===== src/sv/i2cmts_pkg.sv =====
// ----------------------------------------------------------------------------
// i2cmts_pkg
// Types, codes and helpers shared by the i2c transaction sequencer modules.
// ----------------------------------------------------------------------------
package i2cmts_pkg;

	// request opcodes
	localparam logic [2:0] OP_POLL_READ  = 3'd0;
	localparam logic [2:0] OP_POLL_WRITE = 3'd1;
	localparam logic [2:0] OP_POLL_BOTH  = 3'd2;
	localparam logic [2:0] OP_COMMAND    = 3'd3;
	localparam logic [2:0] OP_WRITE      = 3'd4;
	localparam logic [2:0] OP_READ       = 3'd5;
	localparam logic [2:0] OP_REPORT     = 3'd6;
	localparam logic [2:0] OP_PAYLOAD    = 3'd7;

	// engine status codes after masking
	localparam logic [7:0] ST_MASK        = 8'hF8;
	localparam logic [7:0] ST_START       = 8'h08;
	localparam logic [7:0] ST_RESTART     = 8'h10;
	localparam logic [7:0] ST_SLA_W_ACK   = 8'h18;
	localparam logic [7:0] ST_DATA_W_ACK  = 8'h28;
	localparam logic [7:0] ST_SLA_R_ACK   = 8'h40;
	localparam logic [7:0] ST_DATA_R_ACK  = 8'h50;
	localparam logic [7:0] ST_DATA_R_NACK = 8'h58;

	localparam logic [3:0] TEN_BIT_NIBBLE = 4'hF;

	localparam int QUEUE_DEPTH = 4;
	localparam int MAX_RESULTS = 4;

	typedef enum logic [2:0] {
		ACT_START   = 3'd0,
		ACT_SEND    = 3'd1,
		ACT_ACK     = 3'd2,
		ACT_NACK    = 3'd3,
		ACT_STOP    = 3'd4,
		ACT_RESET   = 3'd5,
		ACT_DELIVER = 3'd6,
		ACT_DONE    = 3'd7
	} act_t;

	typedef enum logic [3:0] {
		PH_IDLE         = 4'd0,
		PH_WAIT_START   = 4'd1,
		PH_WADDR_HI     = 4'd2,
		PH_WADDR_LO     = 4'd3,
		PH_RADDR_HI     = 4'd4,
		PH_RADDR_LO     = 4'd5,
		PH_DATA_ADDR    = 4'd6,
		PH_WANT_BYTE    = 4'd7,
		PH_TX           = 4'd8,
		PH_WAIT_RESTART = 4'd9,
		PH_RX           = 4'd10
	} phase_t;

	// all results caused by one request, as one queue entry
	typedef struct packed {
		logic [2:0]                   num;
		logic [MAX_RESULTS-1:0][2:0]  act;
		logic [MAX_RESULTS-1:0][7:0]  tx;
		logic [7:0]                   rx;
		logic                         ok;
		logic [15:0]                  cnt;
	} plan_t;

	function automatic plan_t plan_add(plan_t p, act_t a, logic [7:0] tx);
		plan_t r;
		r = p;
		r.act[p.num[1:0]] = a;
		r.tx[p.num[1:0]]  = tx;
		r.num = p.num + 3'd1;
		return r;
	endfunction

	// stop, engine reset, then done with status and count
	function automatic plan_t plan_finish(plan_t p, logic ok, logic [15:0] cnt);
		plan_t r;
		r = plan_add(p, ACT_STOP, 8'h00);
		r = plan_add(r, ACT_RESET, 8'h00);
		r = plan_add(r, ACT_DONE, 8'h00);
		r.ok  = ok;
		r.cnt = cnt;
		return r;
	endfunction

endpackage


===== src/sv/i2cmts_front.sv =====
// ----------------------------------------------------------------------------
// i2cmts_front
// Transaction state machine: classifies each request and plans its results.
// ----------------------------------------------------------------------------
module i2cmts_front #(
	parameter int COUNT_BITS = 16
) (
	input  logic                  clk,
	input  logic                  arst_n,
	input  logic                  take,
	input  logic [2:0]            opcode,
	input  logic [15:0]           target_address,
	input  logic [7:0]            register_address,
	input  logic [15:0]           byte_count,
	input  logic [7:0]            data_byte,
	input  logic [7:0]            engine_status,
	input  logic [7:0]            engine_rx_byte,
	output logic                  push,
	output i2cmts_pkg::plan_t     plan
);

	i2cmts_pkg::phase_t phase_q, phase_d;
	logic [2:0]            kind_q, kind_d;
	logic [15:0]           addr_q, addr_d;
	logic [7:0]            reg_q, reg_d;
	logic [COUNT_BITS-1:0] rem_q, rem_d;
	logic [COUNT_BITS-1:0] done_q, done_d;
	logic                  second_q, second_d;

	logic [7:0]  st;
	logic [15:0] raddr;
	logic [15:0] sel_addr;
	logic        sel_read;
	logic        is_hi;

	assign st    = engine_status & i2cmts_pkg::ST_MASK;
	assign raddr = addr_q | 16'h0001;

	always_ff @(posedge clk or negedge arst_n) begin
		if (!arst_n) begin
			phase_q  <= i2cmts_pkg::PH_IDLE;
			kind_q   <= '0;
			addr_q   <= '0;
			reg_q    <= '0;
			rem_q    <= '0;
			done_q   <= '0;
			second_q <= 1'b0;
		end else if (take) begin
			phase_q  <= phase_d;
			kind_q   <= kind_d;
			addr_q   <= addr_d;
			reg_q    <= reg_d;
			rem_q    <= rem_d;
			done_q   <= done_d;
			second_q <= second_d;
		end
	end

	always_comb begin
		phase_d  = phase_q;
		kind_d   = kind_q;
		addr_d   = addr_q;
		reg_d    = reg_q;
		rem_d    = rem_q;
		done_d   = done_q;
		second_d = second_q;
		plan     = '0;
		// address phase: restart and read polls use the read address
		sel_read = (phase_q == i2cmts_pkg::PH_WAIT_RESTART)
			|| (kind_q == i2cmts_pkg::OP_POLL_READ);
		sel_addr = sel_read ? raddr : addr_q;
		is_hi    = sel_addr[15:12] == i2cmts_pkg::TEN_BIT_NIBBLE;

		unique case (opcode) inside
			i2cmts_pkg::OP_POLL_READ, i2cmts_pkg::OP_POLL_WRITE, i2cmts_pkg::OP_POLL_BOTH,
			i2cmts_pkg::OP_COMMAND, i2cmts_pkg::OP_WRITE, i2cmts_pkg::OP_READ: begin
				if (phase_q == i2cmts_pkg::PH_IDLE) begin
					addr_d   = {target_address[14:0], 1'b0};
					reg_d    = (opcode == i2cmts_pkg::OP_COMMAND) ? data_byte : register_address;
					rem_d    = COUNT_BITS'(byte_count);
					done_d   = '0;
					second_d = opcode == i2cmts_pkg::OP_POLL_BOTH;
					kind_d   = (opcode == i2cmts_pkg::OP_POLL_BOTH) ?
						i2cmts_pkg::OP_POLL_READ : opcode;
					if (opcode == i2cmts_pkg::OP_READ && rem_d == '0) begin
						plan     = i2cmts_pkg::plan_add(plan, i2cmts_pkg::ACT_DONE, 8'h00);
						plan.ok  = 1'b1;
					end else begin
						plan    = i2cmts_pkg::plan_add(plan, i2cmts_pkg::ACT_START, 8'h00);
						phase_d = i2cmts_pkg::PH_WAIT_START;
					end
				end
			end
			i2cmts_pkg::OP_PAYLOAD: begin
				if (phase_q == i2cmts_pkg::PH_WANT_BYTE) begin
					plan    = i2cmts_pkg::plan_add(plan, i2cmts_pkg::ACT_SEND, data_byte);
					phase_d = i2cmts_pkg::PH_TX;
				end
			end
			i2cmts_pkg::OP_REPORT: begin
				unique case (phase_q)
					i2cmts_pkg::PH_WAIT_START, i2cmts_pkg::PH_WAIT_RESTART: begin
						if (st != ((phase_q == i2cmts_pkg::PH_WAIT_START) ?
								i2cmts_pkg::ST_START : i2cmts_pkg::ST_RESTART)) begin
							plan    = i2cmts_pkg::plan_finish(plan, 1'b0, 16'(done_q));
							phase_d = i2cmts_pkg::PH_IDLE;
						end else if (is_hi) begin
							plan    = i2cmts_pkg::plan_add(plan, i2cmts_pkg::ACT_SEND,
								sel_addr[15:8]);
							phase_d = sel_read ? i2cmts_pkg::PH_RADDR_HI :
								i2cmts_pkg::PH_WADDR_HI;
						end else begin
							plan    = i2cmts_pkg::plan_add(plan, i2cmts_pkg::ACT_SEND,
								sel_addr[7:0]);
							phase_d = sel_read ? i2cmts_pkg::PH_RADDR_LO :
								i2cmts_pkg::PH_WADDR_LO;
						end
					end
					i2cmts_pkg::PH_WADDR_HI: begin
						if (st != i2cmts_pkg::ST_SLA_W_ACK) begin
							plan    = i2cmts_pkg::plan_finish(plan, 1'b0, 16'(done_q));
							phase_d = i2cmts_pkg::PH_IDLE;
						end else begin
							plan    = i2cmts_pkg::plan_add(plan, i2cmts_pkg::ACT_SEND,
								addr_q[7:0]);
							phase_d = i2cmts_pkg::PH_WADDR_LO;
						end
					end
					i2cmts_pkg::PH_RADDR_HI: begin
						if (st != i2cmts_pkg::ST_SLA_R_ACK) begin
							plan    = i2cmts_pkg::plan_finish(plan, 1'b0, 16'(done_q));
							phase_d = i2cmts_pkg::PH_IDLE;
						end else begin
							plan    = i2cmts_pkg::plan_add(plan, i2cmts_pkg::ACT_SEND,
								raddr[7:0]);
							phase_d = i2cmts_pkg::PH_RADDR_LO;
						end
					end
					i2cmts_pkg::PH_WADDR_LO: begin
						phase_d = i2cmts_pkg::PH_IDLE;
						if (st != i2cmts_pkg::ST_SLA_W_ACK) begin
							plan = i2cmts_pkg::plan_finish(plan, 1'b0, 16'(done_q));
						end else if (kind_q == i2cmts_pkg::OP_COMMAND
								|| kind_q == i2cmts_pkg::OP_WRITE
								|| kind_q == i2cmts_pkg::OP_READ) begin
							plan    = i2cmts_pkg::plan_add(plan, i2cmts_pkg::ACT_SEND, reg_q);
							phase_d = i2cmts_pkg::PH_DATA_ADDR;
						end else begin
							plan = i2cmts_pkg::plan_finish(plan, 1'b1, 16'(done_q));
						end
					end
					i2cmts_pkg::PH_RADDR_LO: begin
						phase_d = i2cmts_pkg::PH_IDLE;
						if (st != i2cmts_pkg::ST_SLA_R_ACK) begin
							plan = i2cmts_pkg::plan_finish(plan, 1'b0, 16'(done_q));
						end else if (kind_q == i2cmts_pkg::OP_READ) begin
							plan    = i2cmts_pkg::plan_add(plan, (rem_q > COUNT_BITS'(1)) ?
								i2cmts_pkg::ACT_ACK : i2cmts_pkg::ACT_NACK, 8'h00);
							phase_d = i2cmts_pkg::PH_RX;
						end else if (second_q) begin
							// read poll passed, go on with the write poll
							second_d = 1'b0;
							kind_d   = i2cmts_pkg::OP_POLL_WRITE;
							plan     = i2cmts_pkg::plan_add(plan, i2cmts_pkg::ACT_STOP, 8'h00);
							plan     = i2cmts_pkg::plan_add(plan, i2cmts_pkg::ACT_RESET, 8'h00);
							plan     = i2cmts_pkg::plan_add(plan, i2cmts_pkg::ACT_START, 8'h00);
							phase_d  = i2cmts_pkg::PH_WAIT_START;
						end else begin
							plan = i2cmts_pkg::plan_finish(plan, 1'b1, 16'(done_q));
						end
					end
					i2cmts_pkg::PH_DATA_ADDR: begin
						phase_d = i2cmts_pkg::PH_IDLE;
						if (st != i2cmts_pkg::ST_DATA_W_ACK) begin
							plan = i2cmts_pkg::plan_finish(plan, 1'b0, 16'(done_q));
						end else if (kind_q == i2cmts_pkg::OP_READ) begin
							plan    = i2cmts_pkg::plan_add(plan, i2cmts_pkg::ACT_START, 8'h00);
							phase_d = i2cmts_pkg::PH_WAIT_RESTART;
						end else if (kind_q == i2cmts_pkg::OP_WRITE && rem_q != '0) begin
							phase_d = i2cmts_pkg::PH_WANT_BYTE;
						end else begin
							plan = i2cmts_pkg::plan_finish(plan, 1'b1, 16'(done_q));
						end
					end
					i2cmts_pkg::PH_TX: begin
						if (st != i2cmts_pkg::ST_DATA_W_ACK) begin
							plan    = i2cmts_pkg::plan_finish(plan, 1'b0, 16'(done_q));
							phase_d = i2cmts_pkg::PH_IDLE;
						end else begin
							done_d = done_q + COUNT_BITS'(1);
							rem_d  = rem_q - COUNT_BITS'(1);
							if (rem_d == '0) begin
								plan    = i2cmts_pkg::plan_finish(plan, 1'b1, 16'(done_d));
								phase_d = i2cmts_pkg::PH_IDLE;
							end else begin
								phase_d = i2cmts_pkg::PH_WANT_BYTE;
							end
						end
					end
					i2cmts_pkg::PH_RX: begin
						if (st != ((rem_q > COUNT_BITS'(1)) ?
								i2cmts_pkg::ST_DATA_R_ACK : i2cmts_pkg::ST_DATA_R_NACK)) begin
							plan    = i2cmts_pkg::plan_finish(plan, 1'b0, 16'(done_q));
							phase_d = i2cmts_pkg::PH_IDLE;
						end else begin
							plan    = i2cmts_pkg::plan_add(plan, i2cmts_pkg::ACT_DELIVER, 8'h00);
							plan.rx = engine_rx_byte;
							done_d  = done_q + COUNT_BITS'(1);
							rem_d   = rem_q - COUNT_BITS'(1);
							if (rem_d == '0) begin
								plan    = i2cmts_pkg::plan_finish(plan, 1'b1, 16'(done_d));
								phase_d = i2cmts_pkg::PH_IDLE;
							end else begin
								plan = i2cmts_pkg::plan_add(plan, (rem_d > COUNT_BITS'(1)) ?
									i2cmts_pkg::ACT_ACK : i2cmts_pkg::ACT_NACK, 8'h00);
							end
						end
					end
					default: begin
						// idle or waiting for a payload byte: report ignored
					end
				endcase
			end
		endcase
	end

	assign push = take && (plan.num != 3'd0);

endmodule


===== src/sv/i2cmts_queue.sv =====
// ----------------------------------------------------------------------------
// i2cmts_queue
// Small first-in first-out queue of planned result groups.
// ----------------------------------------------------------------------------
module i2cmts_queue (
	input  logic              clk,
	input  logic              arst_n,
	input  logic              push,
	input  i2cmts_pkg::plan_t push_data,
	input  logic              pop,
	output i2cmts_pkg::plan_t head,
	output logic              empty,
	output logic              full
);

	localparam int PW = $clog2(i2cmts_pkg::QUEUE_DEPTH);

	i2cmts_pkg::plan_t entry_q [i2cmts_pkg::QUEUE_DEPTH];
	logic [PW-1:0] wr_q;
	logic [PW-1:0] rd_q;
	logic [PW:0]   fill_q;

	assign empty = fill_q == '0;
	assign full  = fill_q == (PW+1)'(i2cmts_pkg::QUEUE_DEPTH);
	assign head  = entry_q[rd_q];

	always_ff @(posedge clk) begin
		if (push) begin
			entry_q[wr_q] <= push_data;
		end
	end

	always_ff @(posedge clk or negedge arst_n) begin
		if (!arst_n) begin
			wr_q   <= '0;
			rd_q   <= '0;
			fill_q <= '0;
		end else begin
			if (push) begin
				wr_q <= wr_q + PW'(1);
			end
			if (pop) begin
				rd_q <= rd_q + PW'(1);
			end
			if (push && !pop) begin
				fill_q <= fill_q + (PW+1)'(1);
			end else if (pop && !push) begin
				fill_q <= fill_q - (PW+1)'(1);
			end
		end
	end

endmodule


===== src/sv/i2cmts_back.sv =====
// ----------------------------------------------------------------------------
// i2cmts_back
// Walks the head result group and presents one result a cycle while out_ready is high.
// ----------------------------------------------------------------------------
module i2cmts_back (
	input  logic              clk,
	input  logic              arst_n,
	input  i2cmts_pkg::plan_t head,
	input  logic              empty,
	output logic              pop,
	output logic              out_valid,
	input  logic              out_ready,
	output logic [2:0]        action,
	output logic [7:0]        tx_byte,
	output logic [7:0]        rx_byte,
	output logic              success,
	output logic [15:0]       processed_count,
	output logic              last
);

	logic [1:0] idx_q;
	logic [2:0] num_m1;
	logic       is_done;

	assign num_m1    = head.num - 3'd1;
	assign out_valid = !empty;
	assign action    = head.act[idx_q];
	assign tx_byte   = head.tx[idx_q];
	assign last      = idx_q == num_m1[1:0];
	assign is_done   = action == i2cmts_pkg::ACT_DONE;
	// rx and status fields only travel with their own action
	assign rx_byte         = (action == i2cmts_pkg::ACT_DELIVER) ? head.rx : 8'h00;
	assign success         = is_done && head.ok;
	assign processed_count = is_done ? head.cnt : 16'h0000;
	assign pop             = out_valid && out_ready && last;

	always_ff @(posedge clk or negedge arst_n) begin
		if (!arst_n) begin
			idx_q <= '0;
		end else if (out_valid && out_ready) begin
			idx_q <= last ? 2'd0 : idx_q + 2'd1;
		end
	end

endmodule


===== src/sv/i2c_master_transaction_sequencer_unit.sv =====
// ----------------------------------------------------------------------------
// i2c_master_transaction_sequencer_unit
// Transaction-level i2c master sequencing a byte-level bus engine.
// ----------------------------------------------------------------------------
// Usage:
// - in channel (in_valid/in_ready) takes requests, engine status reports and
//   write payload bytes; each is one request of the opcode field
// - out channel (out_valid/out_ready) gives engine actions, received bytes and
//   the final done result, zero to four results per request, last marking
//   the final one of its request
// - a request is handled in the cycle it is accepted; its results follow any
//   earlier groups at the output, one per cycle while out_ready is high
// - throughput: one request per cycle while the four-entry result queue has
//   room; a queue entry is popped when its last result is taken
// - when the receiver stalls, the queue fills and in_ready drops once it
//   holds four pending result groups; nothing is lost or reordered
// - reset puts the sequencer idle with all counters cleared and the queue
//   empty
module i2c_master_transaction_sequencer_unit #(
	parameter int COUNT_BITS = 16
) (
	input  logic        clk,
	input  logic        arst_n,
	input  logic        in_valid,
	output logic        in_ready,
	input  logic [2:0]  opcode,
	input  logic [15:0] target_address,
	input  logic [7:0]  register_address,
	input  logic [15:0] byte_count,
	input  logic [7:0]  data_byte,
	input  logic [7:0]  engine_status,
	input  logic [7:0]  engine_rx_byte,
	output logic        out_valid,
	input  logic        out_ready,
	output logic [2:0]  action,
	output logic [7:0]  tx_byte,
	output logic [7:0]  rx_byte,
	output logic        success,
	output logic [15:0] processed_count,
	output logic        last
);

	i2cmts_pkg::plan_t plan;
	i2cmts_pkg::plan_t head;
	logic take;
	logic push;
	logic pop;
	logic empty;
	logic full;

	assign in_ready = !full;
	assign take     = in_valid && in_ready;

	i2cmts_front #(
		.COUNT_BITS(COUNT_BITS)
	) u_front (
		.clk             (clk),
		.arst_n          (arst_n),
		.take            (take),
		.opcode          (opcode),
		.target_address  (target_address),
		.register_address(register_address),
		.byte_count      (byte_count),
		.data_byte       (data_byte),
		.engine_status   (engine_status),
		.engine_rx_byte  (engine_rx_byte),
		.push            (push),
		.plan            (plan)
	);

	i2cmts_queue u_queue (
		.clk      (clk),
		.arst_n   (arst_n),
		.push     (push),
		.push_data(plan),
		.pop      (pop),
		.head     (head),
		.empty    (empty),
		.full     (full)
	);

	i2cmts_back u_back (
		.clk            (clk),
		.arst_n         (arst_n),
		.head           (head),
		.empty          (empty),
		.pop            (pop),
		.out_valid      (out_valid),
		.out_ready      (out_ready),
		.action         (action),
		.tx_byte        (tx_byte),
		.rx_byte        (rx_byte),
		.success        (success),
		.processed_count(processed_count),
		.last           (last)
	);

endmodule


===== config.mk =====
export PLATFORM = sky130hd
export DESIGN_NAME = i2c_master_transaction_sequencer_unit
export DESIGN_NICKNAME = d
export VERILOG_FILES = /design/src/sv/i2cmts_pkg.sv /design/src/sv/i2cmts_front.sv /design/src/sv/i2cmts_queue.sv /design/src/sv/i2cmts_back.sv /design/src/sv/i2c_master_transaction_sequencer_unit.sv
export SDC_FILE = /design/constraint.sdc
export NUM_CORES = 1
export LEC_CHECK = 0
export BUFFER_PORTS_ARGS = -buffer_cell sky130_fd_sc_hd__clkbuf_2
export CORE_MARGIN = 3
export CORE_UTILIZATION = 25
export CTS_CLUSTER_DIAMETER = 50
export DETAILED_ROUTE_END_ITERATION = 10
export PLACE_DENSITY = 0.5
export SYNTH_ARGS = -nofsm -noshare
export SYNTH_HDL_FRONTEND = slang
export SYNTH_SLANG_ARGS = --single-unit

===== constraint.sdc =====
create_clock -name clk -period 4.5 [get_ports clk]
set_input_delay 0.45 -clock clk [delete_from_list [all_inputs] [get_ports clk]]
set_output_delay 0.45 -clock clk [all_outputs]
set_load 0.01 [all_outputs]

* Word-level counts from Yosys, hierarchy flattened
Memories as Yosys holds them, arrays and structs flattened.
Cells that the tools add are included.
** Storage, ports and cells
- Flip-flop bits (word level) :: 72
- Memory bits (writable) :: 288
- Output and inout port bits :: 39
- Word-level logic and storage cells :: 181
- Memories kept :: 1
** Memories
- u_queue.entry_q :: words 4, width 72, read ports 1, clocked after memory_dff 0, write ports 1, line i2cmts_queue.sv:18 : i2cmts_pkg::plan_t entry_q [i2cmts_pkg::QUEUE_DEPTH];
** Operators by class
- Add/sub/neg operators :: 8
- Order comparisons :: 3
- Eq/ne operators :: 42
- Muxes and demuxes :: 83
- Reductions and logical operators :: 33
** Operators by type and width (count)
- $mux 72 :: 10
- $pmux 72 s8 :: 1
- $mux 71 :: 5
- $pmux 72 s3 :: 1
- $pmux 16 s2 :: 4
- $mux 16 :: 7
- $mux 70 :: 1
- $mux 66 :: 1
- $mux 60 :: 1
- $mux 4 :: 14
- $mux 3 :: 15
- $mux 33 :: 1
- $gt 16x1->1 const B :: 2
- $logic_not 16->1 :: 2
- $pmux 4 s8 :: 1
- $eq 3x3->1 const B :: 9
- $mux 8 :: 3
- $reduce_and 6->1 :: 3
- $add 16x1->16 const B :: 1
- $bmux 8 s2 :: 1
- $eq 4x3->1 const B :: 4
- $eq 4x4->1 const B :: 4
- $ne 8x8->1 :: 2
- $reduce_bool 16->1 :: 1
- other kinds (37) :: 75

* Longest topological paths before layout
Gate-level depths: netlist (run 1).
- Depth after elaboration :: 13
- Mapped depth :: 13
- Gate-level depth less buffers :: 13

* Hierarchy
Synthesis (run 1) repeated with hierarchy kept, for this count alone.
** Second synthesis, totals
- Cells, all modules :: 1136
- Area, all modules :: 16761.1 um^2
** Modules (own cells, without submodules)
- i2cmts_queue :: instances 1, cells an instance 410, area each 10786.6 um^2
- i2cmts_front :: instances 1, cells an instance 665, area each 5326.4 um^2
- i2cmts_back :: instances 1, cells an instance 59, area each 638.1 um^2
- i2c_master_transaction_sequencer_unit :: instances 1, cells an instance 2, area each 10.0 um^2

* Worst setup path before layout (run 1)
OpenSTA, ideal clock, no wires.
- Path kind :: register to register
- Start point :: register u_front.rem_q[4]
- End point :: memory u_queue.entry_q[0][0] (netlist name), enable pin
- Data arrival time :: 3.146 ns
- Data required time :: 4.094 ns
- Path slack :: 0.948 ns
- Cell stages (with the launch flop) :: 7
- Buffers on the path :: 0
- Period minus slack after synthesis :: 3.552 ns
- Cells stage by stage :: dfrtp_1 -> nor4_4 -> nand3_1 -> nor3_2 -> o21ai_0 -> a311oi_2 -> and2_1
** Between the ends
- Cells in the longest elaborated chain, start to end :: 11
- Elaborated cells on any way between the ends :: 20
** RTL lines
- from (decl) :: line i2cmts_front.sv:26 : logic [COUNT_BITS-1:0] rem_q, rem_d;
- from (signal assigned) :: line i2cmts_front.sv:53 : rem_q <= rem_d;
- branches (longest 5 deep; another with $sub 16x1->16)
- $pmux 72 s8 (*) :: line i2cmts_front.sv:101 : unique case (phase_q)
- $pmux 72 s3 (*) :: line i2cmts_front.sv:74 : unique case (opcode) inside
- $reduce_bool 3->1 (*) :: line i2cmts_front.sv:227 : assign push = take && (plan.num != 3'd0);
- $logic_and 1x1->1 (*) :: line i2cmts_front.sv:227
- via push :: line i2c_master_transaction_sequencer_unit.sv:46 : logic push;
- $mux 1 (*) :: line i2cmts_queue.sv:28 : if (push) begin
- $mux 1 (not written as such) (*) :: line i2cmts_queue.sv:29 : entry_q[wr_q] <= push_data;
- to (decl) :: line i2cmts_queue.sv:18
Mark *: on every way through the listed nets, which the timed path passes.

* Worst setup path after layout (run 1)
- Start point :: register u_queue.rd_q[1]
- End point :: output port rx_byte[3]
** Between the ends
- Cells in the longest elaborated chain, start to end :: 5
** RTL lines
- from (decl) :: line i2cmts_queue.sv:20 : logic [PW-1:0] rd_q;
- from (signal assigned) :: line i2cmts_queue.sv:43 : rd_q <= rd_q + PW'(1);
- $mem_v2 4x72 (*)
- $bmux 3 s2 :: line i2cmts_back.sv:27 : assign action = head.act[idx_q];
- $mux 3 (not written as such) :: line i2cmts_back.sv:27
- $eq 3x3->1 :: line i2cmts_back.sv:32 : assign rx_byte = (action == i2cmts_pkg::ACT_DELIVER) ? head.rx : 8'h00;
- $mux 8 (*) :: line i2cmts_back.sv:32
- to (decl) :: line i2c_master_transaction_sequencer_unit.sv:37 : output logic [7:0] rx_byte,
Mark *: on every way between the ends. The rest lies on a longest branch, timed or not. The select of a mux whose other input is x is not followed.

==> metrics.cfg, run 1 <==
[global_routing]
grt_pass1_vias=8146
antenna_found_initial=2
gr-usage-met3=0.0275
grt-ovfl-total=0
grt_pass1_wl_um=47300
grt_start_max_net_pins=73
track_usage=0.119
grt-busiest-layer=met2
grtUsageMet1=0.159
grtUsageMet2=0.193

[yosys]
ys_warn_count=0
ys_ff_latch=248
avgSynthCellArea_um2=12.7
synth_top_area_cell=edfxtp_1
ys_seq_area_frac=0.593
synth.cell_area_mm2=0.0119
yosysMostFrequentCell=edfxtp_1
yosys-top-cells-count=176 x edfxtp_1, 95 x o21ai_0, 72 x dfrtp_1
synthCells=944
async_reset_ff_frac=0.290
syn_nets=1026
yosys-top-cells-area=edfxtp_1 44%, dfrtp_1 15%, mux4_2 8.3%
synth_edf_count=176
synthDistinctLibCells=74
synth-main-ff-cell=edfxtp_1
synth_top_area_share=0.442

[place]
globalplace.congestion=0.849
io_buffers=105
hpwl_um=21100
placed_cells=1626

[drt]
wl_per_cell_um=18.4
drtPass1Iterations=5
drtIter0Drc=479
vias=8108
wl_um=30900
ant_nets=0
viasPerCell=4.82
drc=0

[min_path]
hold_path.class=in2async

[power]
leakage_nw=5.23
powerDensity_mw_per_mm2=560
irDropWorstVdd_mv=0.291

[clocking]
clock_path_buffers=3
h-tree-depth=1
cts_sinks=248
root_buffer=clkbuf_16
cts_made_buffers=30
clk_pin_slew_worst_paths_ns=0.06
cts_tree=yes
clk_latency_ns=0.56
post-cts-setup-buffers=0
cts_hold_buf=0

[status]
status=finished clean

[final_layout]
fill_cells=4725
stdcell_count=1682
syn_to_final_growth_pct=18.8
antenna_cells=0
fin_nets=1133
final_util=0.303
drive_gt1_frac=0.242

[sta]
timing.fmax_mhz=246
relSlewSlack=0.275
worst_pin_slew_ns=1.08
min_period_over_period=0.903
setup_violations=0
hold_viol=0
fin_skew_ns=0.0264
rsz0062_at_grt=no
maxSlewViolCount=0
setup-tns-final_ns=0
period_minus_slack_ns=4.06

[die]
dieArea_mm2=0.0504
ioPinCount=110
die_x_um=225
core_mm2=0.0469
start_util=0.255
die_h_um=225
rows=79

[worst_setup_path]
critPathKind=reg2out
start_kind=flop
crit_required_ns=4.05
crit_arrival_ns=3.61
path_max_fanout=24
endpoint_kind=output pin

[job]
drv_cap=0

-- power by group --
group,switching [mW],total (mW),internal (mW)
combinational,1.27,2.38,1.11
sequential,0.421,3.27,2.85
clock,0.961,2.30,1.33
total,2.65,7.95,5.29
-- layer usage --
metal / share of wire / wire length, um
met1: 0.45 / 13900
met2: 0.47 / 14400
met3: 0.059 / 1830
met4: 0.025 / 775
met5: 0.00087 / 27
-- area by class of cell --
type / count / area (um2) / area share
clock inverter: 13 / 116 / 0.00820
timing repair buffer: 122 / 706 / 0.0497
tap: 607 / 759 / 0.0535
inverter: 29 / 109 / 0.00767
sequential: 248 / 7090 / 0.500
multi-input combinational: 620 / 4560 / 0.322
clock buffer: 43 / 850 / 0.0599
-- registers in the layout, indices dropped and copies added (netlist names) --
register	flops
u_back.idx_q	2
u_front.rem_q	16
u_front.done_q	16
u_front.phase_q	4
u_front.second_q	1
u_front.reg_q	8
u_queue.fill_q	3
u_queue.wr_q	2
u_front.kind_q	3
u_queue.entry_q	176
u_queue.rd_q	2
u_front.addr_q	15
-- metrics by stage --
| step | setup WS, ns | hold slack (ns) | power [mW] | cell area [um2] |
|---|---|---|---|---|
| CTS | 0.123 | 0.105 | 8.08 | 14200 |
| detailed placement | 0.717 | 0.470 | 5.76 | 13200 |
| floorplan | 0.948 | 0.154 | 4.91 | 11900 |
| global route | 0.170 | 0.115 | 8.45 | 14200 |
| finish | 0.438 | 0.0642 | 7.95 | 14200 |
| global placement | 0.686 | 0.462 | 5.70 | 13200 |
-- final timing paths --
path / startpoint / endpoint / slack [ns] / depth (start not counted)
max: u_queue.rd_q[1] / rx_byte[3] / 0.44 / 7
min: arst_n / u_back.idx_q[1] / 0.06 / 1
max reg2reg: u_front.rem_q[4] / u_queue.fill_q[2] / 0.76 / 11
min reg2reg: u_front.reg_q[3] / u_front.reg_q[3] / 0.49 / 2
max in group asynchronous: arst_n / u_queue.rd_q[0] / 3.72 / 1
min in group clk: target_address[7] / u_front.addr_q[8] / 0.13 / 2
-- worst max-delay path, stage by stage, from the launching register on --
cell and delay (ns):
dfrtp_2 0.80, buf_4 0.45, mux4_2 0.36, mux2_2 0.27, o21a_1 0.38, nand2b_1 0.42, nor2b_1 0.22, clkbuf_2 0.15
-- repair_timing --
item,CTS,global route
gates resized for setup,0,1
endpoints found under the setup margin,0,8
hold endpoints to repair,0,0
-- cells by family (layout without fill, tap and decap cells) --
kind of cell / after synthesis / count (layout) / synth area share
AOI/OAI and AO/OA: 208 / 208 / 0.109
xor gates and xnor gates: 8 / 8 / 0.00587
adders and majority gates: 11 / 11 / 0.0122
buffers and inverters: 76 / 207 / 0.0253
DFF: 248 / 248 / 0.593
muxes: 80 / 80 / 0.116
and+or+nand+nor: 313 / 313 / 0.139
-- layout by cell type (no fill, tap or decap), types with 12 or more instances in the layout --
master | netlist | final
nand2_1 | 60 | 60
inv_1 | 29 | 29
mux2_2 | 24 | 24
nor2b_1 | 20 | 19
nand3_1 | 22 | 22
and2_1 | 18 | 14
buf_4 | 0 | 14
dfrtp_1 | 72 | 70
mux4_2 | 44 | 44
o21ai_0 | 95 | 95
edfxtp_1 | 176 | 176
clkbuf_16 | 0 | 30
nor4_1 | 13 | 13
clkbuf_2 | 0 | 104
nor2_1 | 66 | 66
a21oi_1 | 36 | 36
nor3_1 | 22 | 22
and3_1 | 37 | 37
mux2i_1 | 12 | 12
Note: power is estimated with default switching activity, not from simulation.
==> run 2, diff against run 1 <==
--- a/config.mk
+++ b/config.mk
@@ -7,10 +7,10 @@
 export LEC_CHECK = 0
 export BUFFER_PORTS_ARGS = -buffer_cell sky130_fd_sc_hd__clkbuf_2
 export CORE_MARGIN = 3
-export CORE_UTILIZATION = 25
+export CORE_UTILIZATION = 50
 export CTS_CLUSTER_DIAMETER = 50
 export DETAILED_ROUTE_END_ITERATION = 10
-export PLACE_DENSITY = 0.5
+export PLACE_DENSITY = 0.79
 export SYNTH_ARGS = -nofsm -noshare
 export SYNTH_HDL_FRONTEND = slang
 export SYNTH_SLANG_ARGS = --single-unit
==> run 2 against run 1 <==
Die area fell by 49%. Combinational power hardly changed. Worst setup slack improved by 0.14 ns. Sequential cell count is the same. Global-route usage grew 9.1 points. Fmax is 3.5% higher. Wire length decreased by 13%. Hold slack better by 0.029 ns. Sequential share of layout area rose by 1.8 points. Critical path type unchanged. Largest cell class unchanged. Largest power group unchanged.
==> metrics.cfg, run 2 (synthesis results as in run 1) <==
[drt]
route.met2.wl_um=13100  ; -9.4%
ant_nets=0  ; unchanged
vias=8267  ; +2.0%
viasPerCell=5.99  ; +24%
top_layer=met4
wl_met3_um=1660  ; -9.7%
drtPass1Iterations=5  ; unchanged
drc=0  ; unchanged
drtIter0Drc=770  ; +61%
wl_um=27000  ; -13%
wl_per_cell_um=19.6  ; +6.5%
met1Wirelength_um=11700  ; -16%

[clocking]
clk_pin_slew_worst_paths_ns=0.06  ; about the same
post-cts-setup-buffers=0  ; unchanged
cts_tree=yes
clock_path_buffers=3  ; unchanged
root_buffer=clkbuf_16
cts_made_buffers=27  ; -10%
clk_latency_ns=0.52  ; -0.04 ns
cts_hold_buf=0  ; unchanged
cts_sinks=248  ; unchanged
cts-resized-gates=0  ; unchanged
h-tree-depth=1  ; unchanged

[global_routing]
grt_start_max_net_pins=73  ; unchanged
antenna_found_initial=0  ; -2
grt_pass1_vias=8028  ; -1.4%
track_usage=0.210  ; +0.0908
grt-ovfl-total=0  ; unchanged
grt_pass1_wl_um=43800  ; -7.5%

[worst_setup_path]
start_kind=flop
cp_common_cell=nor2b_1
critical_path_buf_inv_count=1  ; -1
crit_chain=mux4_2 -> mux2i_1 -> nand2_1 -> o21a_1 -> nor2b_1 -> nand2b_1 -> nor2b_1 -> clkbuf_2
crit_required_ns=4.05  ; about the same
reg2reg_to=u_queue.fill_q[2]
critPathKind=reg2out
crit_arrival_ns=3.47  ; -0.14 ns
critical_path.top_delay_family=simple AND/OR/NAND/NOR gates
critical_path.max_stage_delay_ns=0.76  ; -0.04 ns
reg2reg_slack_ns=0.71  ; -0.05 ns
worst_path_max_delay_cell=nor2b_1
endpoint_kind=output pin
r2r-start=u_front.rem_q[4]
path_max_fanout=21  ; -13%
rr_worst_depth=11  ; unchanged

[die]
die_x_um=161  ; -29%
dieArea_mm2=0.0258  ; -49%
ioPinCount=110  ; unchanged
rows=55  ; -30%
start_util=0.518  ; +0.263
die_h_um=161  ; -29%
core_mm2=0.0231  ; -51%

[sta]
rsz0062_at_grt=no
relSlewSlack=0.309  ; +0.0339
period_minus_slack_ns=3.92  ; -0.138 ns
min_period_over_period=0.872  ; -0.0307
setup-tns-final_ns=0  ; unchanged
worst_pin_slew_ns=1.03  ; -0.0508 ns
setup_violations=0  ; unchanged
fin_ws_ns=0.576  ; +0.138 ns
timing.fmax_mhz=255  ; +3.5%
maxSlewViolCount=0  ; unchanged
hold_viol=0  ; unchanged
fin_skew_ns=0.00920  ; -0.0172 ns

[place]
globalplace.congestion=0.895  ; +5.4%
io_buffers=105  ; unchanged
hpwl_um=18200  ; -14%
post-place-ws_ns=0.797  ; +0.0796 ns

[final_layout]
drive_gt1_frac=0.236  ; -0.00591
antenna_cells=0  ; unchanged
regMostFlops=u_queue.entry_q
syn_to_final_growth_pct=14.8
largestRegisters=u_queue.entry_q x176, u_front.done_q x16, u_front.rem_q x16
final_common_cell=edfxtp_1
fin_nets=1131  ; -0.18%
final_cell_mix=176 x edfxtp_1, 104 x clkbuf_2, 95 x o21ai_0
largest_reg_flops=176  ; unchanged

[power]
p_switching_mw=2.49  ; -6.2%
leakage_nw=5.18  ; -0.96%
powerDensity_mw_per_mm2=562  ; +0.38%
comb_power_share=0.304  ; +0.005
clockPowerShare=0.274  ; -0.015
swShare=0.323  ; -0.0108
sequentialPowerShare=0.422  ; +0.010
irDropWorstVdd_mv=0.324  ; +11%
p_int_mw=5.22  ; -1.4%

[job]
drv_cap=0  ; unchanged

[min_path]
hold_path.class=in2async

[status]
status=finished clean

run 2: metal layers:
metal / vias to the layer above / track usage
met5: - / 0
met4: 0 / 0.0584
met3: 42 / 0.0224
met2: 335 / 0.343
met1: 4065 / 0.302
li1: 3825 / -
run 2: how the worst max path moves through the flow:
stage / cells past startpoint / to / slack (ns) / startpoint
after floorplan: 6 / u_queue.entry_q[0][0] / 0.95 / u_front.rem_q[4]
after global placement: 11 / u_queue.fill_q[2] / 0.85 / u_front.rem_q[4]
after detailed placement: 11 / u_queue.fill_q[2] / 0.80 / u_front.rem_q[4]
after CTS: 8 / rx_byte[6] / 0.43 / u_queue.rd_q[1]
after global routing: 8 / rx_byte[6] / 0.13 / u_queue.rd_q[1]
final: 8 / rx_byte[6] / 0.58 / u_queue.rd_q[1]
run 2: power groups by stage:
| stage | registers (mW) | clock network (mW) | logic (mW) |
|---|---|---|---|
| 2_1_floorplan | 3.09 | 0 | 1.83 |
| 3_3_place_gp | 3.26 | 0 | 2.29 |
| 3_5_place_dp | 3.29 | 0 | 2.36 |
| 4_1_cts | 3.25 | 2.14 | 2.37 |
| 5_1_grt | 3.31 | 2.24 | 2.59 |
| 6_report | 3.25 | 2.11 | 2.35 |
run 2: final cells by class:
cell class / count / area, um2
fillers: 1806 / 9340
flip-flops and latches: 248 / 7090
multi-input cells: 620 / 4560
clock buffers: 38 / 738
repair buffers: 123 / 713
well taps: 313 / 392
clock inverters: 10 / 110
inverters: 29 / 109
run 2: stage by stage:
stage | cells | utilization | area, um2 | power, mW | hold WS (ns)
after global placement | 1333 | 0.558 | 12900 | 5.55 | 0.464
after detailed placement | 1333 | 0.558 | 12900 | 5.65 | 0.476
final | 1381 | 0.595 | 13700 | 7.71 | 0.0934
after CTS | 1381 | 0.595 | 13700 | 7.77 | 0.128
after global routing | 1381 | 0.595 | 13700 | 8.15 | 0.158
after floorplan | 944 | - | 11900 | 4.91 | 0.154
==> run 3, diff against run 2 <==
--- a/config.mk
+++ b/config.mk
@@ -11,6 +11,7 @@
 export CTS_CLUSTER_DIAMETER = 50
 export DETAILED_ROUTE_END_ITERATION = 10
 export PLACE_DENSITY = 0.79
+export RECOVER_POWER = 50
 export SYNTH_ARGS = -nofsm -noshare
 export SYNTH_HDL_FRONTEND = slang
 export SYNTH_SLANG_ARGS = --single-unit
==> constraint.sdc (replaced) <==
create_clock -name clk -period 4.15 [get_ports clk]
set_input_delay 0.415 -clock clk [delete_from_list [all_inputs] [get_ports clk]]
set_output_delay 0.415 -clock clk [all_outputs]
set_load 0.01 [all_outputs]
==> run 3 against run 2 <==
The run now ends with capacitance limit, slew limit left. Sequential share of layout area decreased by 0.61 points. Critical path depth down 1. Worst setup slack got worse by 0.24 ns. Sequential power is 7.4% higher. Combinational power increased by 12%. Final cell count up 0.87%. Die area unchanged. Count of clock-buffer cells in the layout fell by 3.
==> metrics.cfg, run 3 (synthesis results as in run 1) <==
[status]
status=complete, but fails checks
violations=capacitance limit, slew limit

[worst_setup_path]
reg2reg_slack_ns=0.44  ; -0.27 ns
startpoint=u_queue.rd_q[0]
crit_arrival_ns=3.40  ; -0.07 ns
path_max_fanout=19  ; -9.5%
r2r-start=u_front.phase_q[1]
crit_required_ns=3.73  ; -0.32 ns
endpoint_kind=output pin
reg2reg_to=u_queue.entry_q[0][68]
critPathKind=reg2out
rr_worst_depth=9  ; -2
start_kind=flop

[global_routing]
track_usage=0.216  ; +0.00610
grt_pass1_wl_um=45300  ; +3.3%
antenna_found_initial=0  ; unchanged
grt_start_max_net_pins=73  ; unchanged
grt_pass1_vias=8343  ; +3.9%
grt-ovfl-total=0  ; unchanged

[place]
place_area_mm2=0.0129  ; +0.47%
globalplace.congestion=0.938  ; +4.8%
hpwl_um=18200  ; +0.24%
io_buffers=105  ; unchanged
post-place-ws_ns=0.600  ; -0.197 ns

[sta]
setup-tns-final_ns=0  ; unchanged
rsz0062_at_grt=no
fin_hold_ws_ns=0.106  ; +0.0128 ns
relSlewSlack=-0.284  ; -0.593
worst_pin_slew_ns=1.93  ; +0.892 ns
min_period_over_period=0.919
period_minus_slack_ns=3.81
setup_violations=0  ; unchanged
fin_skew_ns=0.0295  ; +0.0203 ns
hold_viol=0  ; unchanged
fin_ws_ns=0.338  ; -0.238 ns
maxSlewViolCount=73  ; +73
timing.fmax_mhz=262

[clocking]
clock_path_buffers=3  ; unchanged
clk_pin_slew_worst_paths_ns=0.06  ; about the same
root_buffer=clkbuf_16
clk_latency_ns=0.56  ; +0.04 ns
cts_sinks=248  ; unchanged
cts_made_buffers=28  ; +3.7%
h-tree-depth=1  ; unchanged
post-cts-setup-buffers=0  ; unchanged
cts_tree=yes

[die]
die_h_um=161  ; unchanged
start_util=0.518  ; unchanged
dieArea_mm2=0.0258  ; unchanged
die_x_um=161  ; unchanged
core_mm2=0.0231  ; unchanged
ioPinCount=110  ; unchanged
rows=55  ; unchanged

[final_layout]
largest_reg_flops=176  ; unchanged
fin_nets=1140  ; +0.80%
syn_to_final_growth_pct=16.2
regMostFlops=u_queue.entry_q
drive_gt1_frac=0.231  ; -0.00540
fill_cells=1772  ; -1.9%
final_cell_mix=176 x edfxtp_1, 96 x o21ai_0, 95 x clkbuf_2
largestRegisters=u_queue.entry_q x176, u_front.done_q x16, u_front.rem_q x16
final_common_cell=edfxtp_1
antenna_cells=0  ; unchanged
final_cell_area_mm2=0.0139  ; +1.2%

[drt]
vias=8377  ; +1.3%
viasPerCell=6.01  ; +0.46%
drtPass1Iterations=7  ; +2
wl_per_cell_um=20.1  ; +2.5%
drtIter0Drc=902  ; +17%
ant_nets=0  ; unchanged
drc=0  ; unchanged
wl_um=28000  ; +3.4%

[min_path]
hold_path.class=in2reg
worst_hold_path.num_cells=2
hp-start=target_address[13]
hold_end=u_front.addr_q[14]

[power]
irDropWorstVdd_mv=0.323  ; -0.30%
leakage_nw=5.24  ; +1.2%
powerDensity_mw_per_mm2=633  ; +13%

[job]
drv_cap=1  ; +1

[run 3: changes by cell type in the layout (fill, tap and decap cells not counted), sizes merged]
cell	delta
bufinv	+3
inv	+3
clkbuf	+5
clkinv	+1
[run 3: worst max-delay path, cell delays in order, from the launching register on]
cell	delay [ns]
dfrtp_2	0.53
buf_4	0.34
mux4_2	0.54
mux2_2	0.28
o21a_1	0.38
nand2b_1	0.40
nor2b_1	0.21
clkbuf_2	0.15
[run 3: metal layers]
layer | wire [um] | up-vias | GRT usage
li1 | - | 3850 | -
met3 | 1860 | 47 | 0.0317
met4 | 625 | 0 | 0.0517
met1 | 12100 | 4114 | 0.305
met5 | 0 | - | 0
met2 | 13400 | 366 | 0.358
[run 3: worst max path at each step]
stage	slack, ns	to
final	0.34	rx_byte[6]
after global routing	0.06	rx_byte[6]
after CTS	0.22	rx_byte[6]
after detailed placement	0.60	rx_byte[6]
after global placement	0.78	rx_byte[6]
after floorplan	0.60	u_queue.entry_q[0][0]
[run 3: timing repair]
item | 4_1_cts | 5_1_grt
endpoints found under the setup margin | 1 | 0
hold buffers | 0 | 0
resized for setup | 1 | 0
[run 3: cell type report]
cell class / count / area [um2] / area share
Sequential cell: 248 / 7090 / 0.511
Multi-Input combinational cell: 620 / 4550 / 0.328
Clock buffer: 35 / 757 / 0.0546
Timing Repair Buffer: 131 / 714 / 0.0515
Tap cell: 313 / 392 / 0.0282
Clock inverter: 17 / 265 / 0.0191
Inverter: 29 / 109 / 0.00784
[run 3: power breakdown]
part | internal, mW | switching, mW | leakage, nW
registers | 3.10 | 0.393 | 2.53
logic | 1.20 | 1.43 | 2.20
clock network | 1.63 | 1.03 | 0.499
total | 5.93 | 2.85 | 5.24
[run 3: stage by stage]
step / util / instances / total power [mW]
floorplan: - / 944 / 5.33
global placement: 0.561 / 1341 / 6.06
detailed placement: 0.561 / 1341 / 6.17
CTS: 0.605 / 1393 / 8.86
global route: 0.602 / 1393 / 9.26
finish: 0.602 / 1393 / 8.78
